<file path="src/design/hcat_pkg.sv">
// Shared types and codes for the atom unique table.
// Used by hcat_ctrl, hcat_dp and hash_consing_atom_table; no dependencies.
package hcat_pkg;

	localparam int CMD_W  = 3;
	localparam int KIND_W = 2;
	localparam int RES_W  = 3;

	// Command codes carried by an input item
	typedef enum logic [CMD_W-1:0] {
		CMD_GET     = 3'd0,
		CMD_FIND    = 3'd1,
		CMD_GET_EQ  = 3'd2,
		CMD_FIND_EQ = 3'd3,
		CMD_TRUNC   = 3'd4,
		CMD_CLEAR   = 3'd5
	} cmd_t;

	// Result status codes
	typedef enum logic [RES_W-1:0] {
		RES_FOUND    = 3'd0,
		RES_CREATED  = 3'd1,
		RES_NOTFOUND = 3'd2,
		RES_FULL     = 3'd3,
		RES_DONE     = 3'd4
	} res_t;

	// Controller states
	typedef enum logic [3:0] {
		S_INIT,
		S_INIT_DRAIN,
		S_IDLE,
		S_DECODE,
		S_PRD,
		S_PCHK,
		S_ACHK,
		S_SWEEP,
		S_DRAIN,
		S_RESP
	} state_t;

	// Controller to datapath
	typedef struct packed {
		logic load;
		logic sweep_start;
		logic sweep_run;
		logic sweep_fin;
		logic create;
		logic next_slot;
		logic res_we;
		res_t res_code;
		logic out_load;
	} dp_cmd_t;

	// Datapath to controller
	typedef struct packed {
		logic is_lookup;
		logic is_find;
		logic is_trunc;
		logic is_clear;
		logic trunc_eff;
		logic slot_empty;
		logic atom_match;
		logic probes_last;
		logic table_full;
		logic sweep_last;
	} dp_sts_t;

endpackage

</file>
<file path="src/design/hcat_ctrl.sv">
// Controller state machine of the atom unique table.
// Depends on hcat_pkg; drives hcat_dp through dp_cmd_t.
module hcat_ctrl (
	input  logic            clk,
	input  logic            arst_n,
	input  logic            in_valid,
	output logic            in_stall,
	output logic            out_valid,
	input  logic            out_stall,
	output hcat_pkg::dp_cmd_t cmd,
	input  hcat_pkg::dp_sts_t sts
);
	import hcat_pkg::*;

	state_t state_q, state_nx;
	logic   out_valid_q;

	// State register and output valid
	always_ff @(posedge clk or negedge arst_n) begin
		if (!arst_n) begin
			state_q     <= S_INIT;
			out_valid_q <= 1'b0;
		end else begin
			state_q <= state_nx;
			if (cmd.out_load)
				out_valid_q <= 1'b1;
			else if (!out_stall)
				out_valid_q <= 1'b0;
		end
	end

	// Next state
	always_comb begin
		state_nx = state_q;
		unique case (state_q)
			S_INIT:       if (sts.sweep_last) state_nx = S_INIT_DRAIN;
			S_INIT_DRAIN: state_nx = S_IDLE;
			S_IDLE:       if (in_valid) state_nx = S_DECODE;
			S_DECODE: begin
				if (sts.is_lookup)
					state_nx = S_PRD;
				else if (sts.is_clear || (sts.is_trunc && sts.trunc_eff))
					state_nx = S_SWEEP;
				else
					state_nx = S_RESP;
			end
			S_PRD:        state_nx = S_PCHK;
			S_PCHK:       state_nx = sts.slot_empty ? S_RESP : S_ACHK;
			S_ACHK: begin
				if (sts.atom_match || sts.probes_last)
					state_nx = S_RESP;
				else
					state_nx = S_PRD;
			end
			S_SWEEP:      if (sts.sweep_last) state_nx = S_DRAIN;
			S_DRAIN:      state_nx = S_RESP;
			S_RESP:       if (!out_valid_q || !out_stall) state_nx = S_IDLE;
			default:      state_nx = S_INIT;
		endcase
	end

	// Datapath commands
	always_comb begin
		cmd = '0;
		cmd.res_code = RES_DONE;
		unique case (state_q)
			S_INIT:       cmd.sweep_run = 1'b1;
			S_INIT_DRAIN: cmd.sweep_fin = 1'b1;
			S_IDLE:       cmd.load = in_valid;
			S_DECODE: begin
				if (!sts.is_lookup) begin
					cmd.sweep_start = 1'b1;
					cmd.res_we      = 1'b1;
				end
			end
			S_PCHK: begin
				if (sts.slot_empty) begin
					cmd.res_we = 1'b1;
					if (sts.is_find)
						cmd.res_code = RES_NOTFOUND;
					else if (sts.table_full)
						cmd.res_code = RES_FULL;
					else begin
						cmd.res_code = RES_CREATED;
						cmd.create   = 1'b1;
					end
				end
			end
			S_ACHK: begin
				if (sts.atom_match) begin
					cmd.res_we   = 1'b1;
					cmd.res_code = RES_FOUND;
				end else if (sts.probes_last) begin
					cmd.res_we   = 1'b1;
					cmd.res_code = sts.is_find ? RES_NOTFOUND : RES_FULL;
				end else
					cmd.next_slot = 1'b1;
			end
			S_SWEEP:      cmd.sweep_run = 1'b1;
			S_DRAIN:      cmd.sweep_fin = 1'b1;
			S_RESP:       cmd.out_load = !out_valid_q || !out_stall;
			default:      cmd = '0;
		endcase
	end

	assign in_stall  = (state_q != S_IDLE);
	assign out_valid = out_valid_q;

endmodule

</file>
<file path="config.mk">
export PLATFORM = sky130hd
export DESIGN_NAME = hcat_ctrl
export DESIGN_NICKNAME = d
export VERILOG_FILES = /design/src/design/hcat_pkg.sv /design/src/design/hcat_ctrl.sv
export SDC_FILE = /design/constraint.sdc
export NUM_CORES = 1
export LEC_CHECK = 0
export BUFFER_PORTS_ARGS = -buffer_cell sky130_fd_sc_hd__buf_4
export CAP_MARGIN = 20
export CORE_MARGIN = 2
export CORE_UTILIZATION = 30
export CTS_CLUSTER_DIAMETER = 200
export DETAILED_ROUTE_END_ITERATION = 10
export MAX_ROUTING_LAYER = met4
export PLACE_DENSITY = 0.6
export SKIP_LAST_GASP = 1
export SYNTH_ARGS = -nofsm -noshare
export SYNTH_HDL_FRONTEND = slang
export SYNTH_SLANG_ARGS = --single-unit
</file>
<file path="constraint.sdc">
create_clock -name clk -period 1.3 [get_ports clk]
set_input_delay 0.13 -clock clk [delete_from_list [all_inputs] [get_ports clk]]
set_output_delay 0.13 -clock clk [all_outputs]
set_load 0.01 [all_outputs]
</file>
# Yosys cells after proc, flatten, opt, wreduce, memory -nomap -nowiden
# Cells that the tools add are included.
word_totals:
  regBits: 5
  rom_bits: 0
  out_inout_bits: 13
  memories: 0
  input_bits: 14
  ram_bits: 0
  latch_bits: 0
classes:
  mux: 32
  n_div: 0
  bitwise: 0
  magnitude_cmp: 0
  add_sub_neg: 0
  n_shift: 0
  n_mul: 0
  n_reduce_logical: 11
  eq_ne: 15
ops:
  columns: ["cell", "count"]
  rows:
  - ["4-bit 2-to-1 mux", 11]
  - ["4-bit case mux with 10 select lines", 1]
  - ["4-bit by 3-bit == test with 1-bit output, second input constant", 4]
  - ["1-bit 2-to-1 mux", 16]
  - ["3-bit case mux with 3 select lines", 1]
  - ["4-bit by 2-bit == test with 1-bit output, second input constant", 2]
  - ["4-bit == test, second input constant", 2]
  - ["2-bit != test, second input constant", 4]
  - ["7-bit OR reduction", 1]
  - ["4-bit by 1-bit == test with 1-bit output, second input constant", 1]
  - ["4-bit logical NOT", 1]
  - ["4-bit by 2-bit != test with 1-bit output, second input constant", 1]
  - ["4-bit AND reduction", 1]
  - ["2-bit OR reduction", 2]
  - ["1-bit logical OR", 3]
  - ["3-bit 2-to-1 mux", 1]
  - ["1-bit case mux with 3 select lines", 1]
  - ["1-bit logical NOT", 2]
  - ["2-bit 2-to-1 mux", 1]
  - ["2-bit by 1-bit != test with 1-bit output, second input constant", 1]
  - ["1-bit logical AND", 1]

# Logic depth before layout (Yosys ltp)
# Gate-level depths: netlist of the first run.
depth:
  ltp_word: 5
  mapped_depth: 5
  mapped_depth_nobuf: 4

# Least setup slack after synthesis of the first run
# OpenSTA, ideal clock, no wires.
synth_timing:
  path_kind: "flip-flop to flip-flop"
  from: "reg state_q[2]"
  to: "reg state_q[0]"
  arrival_time_ns: 1.356
  synth_period_minus_slack_ns: 1.481
  slack_ns: -0.181
  path_buffers: 1
  path_stages_with_launch: 6
  required_ns: 1.175
  setup_time_ns: 0.125
  path_cell_list: "dfrtp_1 buf_2 nor2_1 nand2_2 o221a_4 mux2_4"
synth_between:
  elab_chain_cells: 3
synth_lines:
  columns: ["item", "line_no", "rtl"]
  rows:
  - ["from (decl)", "hcat_ctrl.sv:15", "state_t state_q, state_nx;"]
  - ["from (signal assigned)", "hcat_ctrl.sv:24", "state_q <= state_nx;"]
  - ["4-bit == test, or another cell as far along", "hcat_ctrl.sv:35", "unique case (state_q)"]
  - ["2-bit != test (no line)", null, null]
  - ["4-bit AND reduction (no line)", null, null]
# Parallel ways exist; a longest one is shown, timed or not.
# A chain may end at the register's enable or synchronous reset.

==> results of run 1 <==
[what timing repair did]
| action | in CTS | in global routing |
|---|---|---|
| hold endpoints to repair | 5 | 0 |
| endpoints found under the setup margin | 16 | 16 |
| resized for setup | 24 | 7 |
| buffers inserted | 6 | 5 |
| pin swaps | 5 | 5 |
| hold buffers | 1 | 0 |
[cell type report]
type | instances | area share
Sequential cell | 5 | 0.118
Tap cell | 25 | 0.0283
Timing Repair Buffer | 54 | 0.404
Clock buffer | 4 | 0.0238
Multi-Input combinational cell | 56 | 0.413
Inverter | 4 | 0.0136
[sequential cells by signal, summed over array words and instances, names as in the netlist]
register,flops
state_q,4
out_valid,1
[kinds of logic after synthesis]
| family | after synthesis |
|---|---|
| mux | 3 |
| compound gates | 18 |
| flops | 5 |
| simple gates | 34 |
| xor+xnor | 1 |
| buf+inv | 8 |
[worst reg2reg max path, delay by kind of cell (launching register included)]
kind	cells	cell delay (ns)
AOI/OAI and AO/OA	2	0.32
buffers and inverters	1	0.14
DFF	1	0.44
muxes	1	0.30
and+or+nand+nor	1	0.26
[stage by stage]
stage / area (um^2) / TNS [ns] / util / hold WS [ns]
after global placement: 865 / -1.34 / 0.506 / -0.0607
final: 1100 / -3.49 / 0.646 / 0.139
after global routing: 1100 / -4.44 / 0.646 / 0.150
after floorplan: 557 / -0.325 / - / -0.166
after detailed placement: 865 / -1.56 / 0.506 / -0.0607
after CTS: 1030 / -3.62 / 0.604 / 0.125
[worst min path at each step]
stage,start,end,slack [ns],cells past startpoint
after global routing,out_stall,out_valid,0.15,3
after floorplan,arst_n,out_valid,-0.17,0
after global placement,arst_n,state_q[0],-0.06,1
after detailed placement,arst_n,state_q[2],-0.06,1
final,out_stall,out_valid,0.14,3
after CTS,out_stall,out_valid,0.13,3
[cells in the mapped netlist, types with 2 or more instances]
| library cell | count |
|---|---|
| a21oi_1 | 4 |
| a31oi_1 | 2 |
| buf_2 | 3 |
| dfrtp_1 | 5 |
| inv_1 | 4 |
| mux2_4 | 2 |
| nand2_1 | 7 |
| nand3_1 | 3 |
| nand4_1 | 3 |
| nor2_1 | 6 |
| nor3_1 | 4 |
| o21ai_0 | 3 |
[power by group through the flow]
| stage | Combinational (uW) | Clock [uW] | Sequential [uW] |
|---|---|---|---|
| after floorplan | 821 | 0 | 283 |
| after global placement | 1270 | 0 | 316 |
| after detailed placement | 1270 | 0 | 326 |
| after CTS | 1560 | 192 | 321 |
| after global routing | 1840 | 203 | 333 |
| final | 1710 | 185 | 323 |
[per-layer routing]
metal | track usage | share of wire
met1 | 0.215 | 0.45
met2 | 0.289 | 0.48
met3 | 0.0588 | 0.052
met4 | 0.0743 | 0.014
met5 | - | 0
==> metrics.md, run 1 <==
| Metric | Value |
|---|---|
| Vias post-DR | `about 760` |
| Inst Count DP | `132` |
| Synth Area per Inst | `7.85 um^2` |
| Final Critical Period | `1.62 ns` |
| Root buf cell | `clkbuf_4` |
| Max Cap Violations | `0` |
| Switching share of power | `0.398` |
| Storage element area | `around 130 um^2` |
| Register area share after synthesis | `0.231` |
| RSZ-0062 raised after global routing | `yes` |
| Most common cell after layout, fill and taps aside | `buf_4` |
| Area taken by multi-input logic gates | `roughly 460 um^2` |
| Sequential share of power | `0.145` |
| Ant diodes | `0` |
| Worst flop-to-flop path endpoint | `state_q[0]` |
| HP Class | `input port to flip-flop` |
| Final WL | `~2 mm` |
| Final Worst Setup Slack | `-0.325 ns` |
| CP endpoint kind | `output pin` |
| Number of vias per cell | `5.10` |
| Synth async-reset ratio | `1.00` |
| Worst Path Class, Setup | `flip-flop to output pin` |
| Main flop type after synthesis | `dfrtp_1` |
| VDD IR-drop max | `~0.0012 V` |
| Required time of the critical path | `around 1.2 ns` |
| Detailed Place HPWL | `1.37 mm` |
| Port Buf Inserts | `26` |
| Final Skew | `0.00385 ns` |
| Reg2reg path depth | `5` |
| Crit-path max cell delay | `0.53 ns` |
| CTS Buffer Depth | `2` |
| Critical path's top delay family | `simple AND/OR/NAND/NOR gates` |
| Initial core utilization | `0.317` |
| Post-synthesis mux area share | `0.0762` |
| Worst Tran Pin Value | `approximately 0.32 ns` |
| Die Wd | `46.5 um` |
| CTS tree | `yes` |
| Post-Syn Area | `542 um^2` |
| CP dominant cell by count | `buf_6` |
| DRT antenna net count | `0` |
| Failing checks | `setup timing` |
| Crit-path slowest cell | `or4_4` |
| Clock Latency Late Sink | `0.25 ns` |
| Net Count, Synth | `a little over 80` |
| EDFF count, synth | `0` |
| Routed len/inst | `13.3 um` |
| Initial antenna violation count | `0` |
| TritonCTS Buffers | `3` |
| Vias in the first global route | `644` |
| Clock network fraction of design power | `0.083` |
| Number of H-tree levels | `1` |
| Cells after Synth | `69` |
| Total power | `roughly 2200 uW` |
| # nets final | `138` |
| Residual DRC | `0` |
| Largest family of logic cells by synthesized area | `simple AND/OR/NAND/NOR gates` |
| Yosys reg bits | `5` |
| Fraction of layout cells with a size suffix above 1 | `0.667` |
| Total GRT Usage | `0.184` |
| Drt initial violations | `9` |
| GP Congestion | `0.834` |
| Overflow after GRT | `0` |
| End of the critical path | `cmd[4]` |
| Boundary Pins | `27` |
| Largest net degree at the start of global routing | `11` |
| Final setup fails | `15` |
| Most frequent cells in the layout | `buf_4 (43), buf_6 (10), nand2_1 (7), nor2_1 (5)` |
| Worst path buffer plus inverter count | `2` |
| Rows | `15` |
| Core Region | `1710 um^2` |
| Adder-Cell Fraction of Synth Area | `0` |
| Clk sinks | `5` |
| Warnings, synthesis | `0` |
| Fmax achieved | `a little over 600 MHz` |
| Simple logic cell fraction of the synthesized area | `0.356` |
| Pre-CTS setup slack | `-0.245 ns` |
| Outcome | `finished with violations` |
| Startpoint types | `flip-flop` |
| Leakage power | `0.000520 uW` |
| Cell depth of the worst setup path | `4` |
| Critical R2R Launch | `state_q[2]` |
| Synth Area in XOR/XNOR | `0.0162` |
| Max FO, Critical Path | `4` |
| Die ar. | `2160 um^2` |
| First-pass GRT wire length | `2.68 mm` |
| Worst EP arrival | `1.49 ns` |
| Power Dens Cells | `2010 nW/um^2` |
| P_int | `1340 uW` |
| Clock-pin slew on the worst setup and hold paths | `0.05 ns` |
| Area Growth Syn to Fin | `104%` |
| Fin. Hold Viols | `0` |
| Sw power | `884 uW` |
| Critical path cell sequence | `or4_4 > buf_6 > nand3_2 > buf_6` |
| Compound-cell area share of the yosys netlist | `0.245` |
| Fill count | `141` |
| Slew headroom | `0.786` |
| Crit path from | `state_q[3]` |
| Comb pwr share | `0.771` |
| Slew Limit Fails | `0` |
| Non-filler cells, final | `148` |
| Pre-antenna DRT Iters | `4` |
| Netlist cell types | `35` |
| Top cells by area, synth | `dfrtp_1 (23%), mux2_4 (5.5%), nand2_1 (4.8%)` |
| Largest area contributor in the synthesized netlist | `dfrtp_1` |
| Tcrit/Tclk final | `1.25` |
| Die Height | `46.5 um` |
| Post-synth top area share | `0.231` |
| FF-to-FF setup slack | `-0.28 ns` |
No activity file was read; power rests on OpenSTA's default activity.
==> run 2: changes to the inputs <==
MAX_ROUTING_LAYER = default   (was met4)
==> metrics.md, run 2 (synthesized netlist as in run 1, its figures left out) <==
| Metric | Value |
|---|---|
| Crit-path max cell delay | `roughly 0.53 ns` |
| Max FO, Critical Path | `4` |
| Outcome | `finished with violations` |
| Overflow after GRT | `0` |
| TritonCTS Buffers | `3` |
| Clock Latency Late Sink | `0.25 ns` |
| Detailed Place HPWL | `1.37 mm` |
| Comb pwr share | `0.772` |
| Clk sinks | `5` |
| Routed len/inst | `13.3 um` |
| Critical path cell sequence | `or4_4 > buf_6 > nand3_2 > buf_6` |
| Worst path buffer plus inverter count | `2` |
| Fin. Hold Viols | `0` |
| Leakage power | `slightly above 0.0005 uW` |
| Tcrit/Tclk final | `1.25` |
| Rows | `15` |
| HP Class | `input port to flip-flop` |
| Crit-path slowest cell | `or4_4` |
| Slew Limit Fails | `0` |
| Failing checks | `setup timing` |
| Most common cell after layout, fill and taps aside | `buf_4` |
| VDD IR-drop max | `0.00118 V` |
| Total power | `2220 uW` |
| Power Dens Cells | `2010 nW/um^2` |
| Vias post-DR | `752` |
| Storage element area | `130 um^2` |
| Residual DRC | `0` |
| Vias in the first global route | `~640` |
| Number of H-tree levels | `1` |
| DRT antenna net count | `0` |
| CTS Buffer Depth | `2` |
| Die Height | `46.5 um` |
| Clock-pin slew on the worst setup and hold paths | `0.05 ns` |
| Worst Tran Pin Value | `0.321 ns` |
| Sequential share of power | `0.145` |
| Switching share of power | `0.398` |
| Non-filler cells, final | `148` |
| RSZ-0062 raised after global routing | `yes` |
| # nets final | `138` |
| Total GRT Usage | `0.179` |
| Worst flop-to-flop path endpoint | `state_q[0]` |
| Fmax achieved | `between 600 and 700 MHz` |
| Critical R2R Launch | `state_q[3]` |
| Inst Count DP | `between 100 and 150` |
| Final Skew | `0.00379 ns` |
| FF-to-FF setup slack | `-0.28 ns` |
| Most frequent cells in the layout | `buf_4 (43), buf_6 (10), nand2_1 (7), nor2_1 (5)` |
| Core Region | `1710 um^2` |
| Critical path's top delay family | `simple AND/OR/NAND/NOR gates` |
| CP dominant cell by count | `buf_6` |
| Final Worst Setup Slack | `-0.327 ns` |
| Largest net degree at the start of global routing | `11` |
| Clock network fraction of design power | `0.083` |
| Crit path from | `state_q[3]` |
| Pre-antenna DRT Iters | `4` |
| Port Buf Inserts | `26` |
| CP endpoint kind | `output pin` |
| Die Wd | `46.5 um` |
| Worst Path Class, Setup | `flip-flop to output pin` |
| Number of vias per cell | `5.08` |
| Met2 usage | `0.289` |
| Fill count | `141` |
| First-pass GRT wire length | `2.68 mm` |
| M3 GR Usage | `0.0588` |
| Final WL | `1.97 mm` |
| P_int | `1340 uW` |
| Hold WS | `roughly 0.14 ns` |
| Worst EP arrival | `1.50 ns` |
| Largest register by flop count | `state_q` |
| Reg2reg path depth | `6` |
| M1 GR Usage | `0.215` |
| Initial antenna violation count | `0` |
| Drt initial violations | `6` |
| Hold Crit Depth | `3` |
| CTS tree | `yes` |
| Slew headroom | `0.785` |
| Pre-CTS setup slack | `-0.245 ns` |
| Required time of the critical path | `1.17 ns` |
| Area taken by multi-input logic gates | `455 um^2` |
| Flip-flop count of the largest register after layout | `4` |
| Setup TNS Final | `-3.49 ns` |
| Startpoint types | `flip-flop` |
| Initial core utilization | `0.317` |
| Die ar. | `roughly 2200 um^2` |
| Ant diodes | `0` |
| Cell depth of the worst setup path | `4` |
| Final setup fails | `15` |
| Boundary Pins | `27` |
| Area Growth Syn to Fin | `104%` |
| Sw power | `885 uW` |
| Fraction of layout cells with a size suffix above 1 | `0.667` |
| GP Congestion | `around 0.82` |
| Gr busiest metal | `met2` |
| Max Cap Violations | `0` |
| End of the critical path | `cmd[4]` |
| Root buf cell | `clkbuf_4` |
| Final Critical Period | `1.63 ns` |
## run 2: cell counts in the layout (fill, tap and decap cells not counted)
Identical to the previous run, type by type.
## run 2: metrics by stage
step / util / area (um^2)
after global placement: 0.506 / 865
after global routing: 0.646 / 1100
after floorplan: - / 557
final: 0.646 / 1100
after detailed placement: 0.506 / 865
after CTS: 0.604 / 1030
## run 2: worst register-to-register path, stage by stage (launching register included)
cell and delay, ns:
dfrtp_2 0.43, buf_4 0.15, buf_4 0.13, nor2_4 0.09, nand2_2 0.07, o221a_4 0.28
mux2_4 0.30
## run 2: power groups by stage
stage / Combinational [uW] / Clock [uW] / Sequential, uW
after floorplan: 821 / 0 / 283
after global placement: 1270 / 0 / 316
after CTS: 1560 / 192 / 321
final: 1710 / 185 / 321
after detailed placement: 1270 / 0 / 326
after global routing: 1840 / 203 / 333
## run 2: how the worst min path moves through the flow
| stage | start | endpoint | slack, ns |
|---|---|---|---|
| 2_1_floorplan | arst_n | out_valid | -0.17 |
| 3_3_place_gp | arst_n | state_q[0] | -0.06 |
| 3_5_place_dp | arst_n | state_q[2] | -0.06 |
| 4_1_cts | out_stall | out_valid | 0.13 |
| 5_1_grt | out_stall | out_valid | 0.15 |
| 6_report | out_stall | out_valid | 0.14 |
## run 2: final cells by class
cell class / count / share of cell area
clock buffers: 4 / 0.0238
inverters: 4 / 0.0136
multi-input cells: 56 / 0.413
flip-flops and latches: 5 / 0.118
well taps: 25 / 0.0283
repair buffers: 54 / 0.404
## run 2: layer usage
metal / vias to the layer above / share of wire
met5: - / 0
met4: 0 / 0.0092
met3: 2 / 0.036
met2: 18 / 0.51
met1: 362 / 0.45
li1: 370 / -
## run 2: timing repair
item | CTS | global route
setup buffers | 6 | 5
cloned | 0 | 0
endpoints found under the setup margin | 16 | 16
pin swaps | 5 | 5
endpoints found under the hold margin | 5 | 0
hold buffers | 1 | 0
resized for setup | 24 | 7
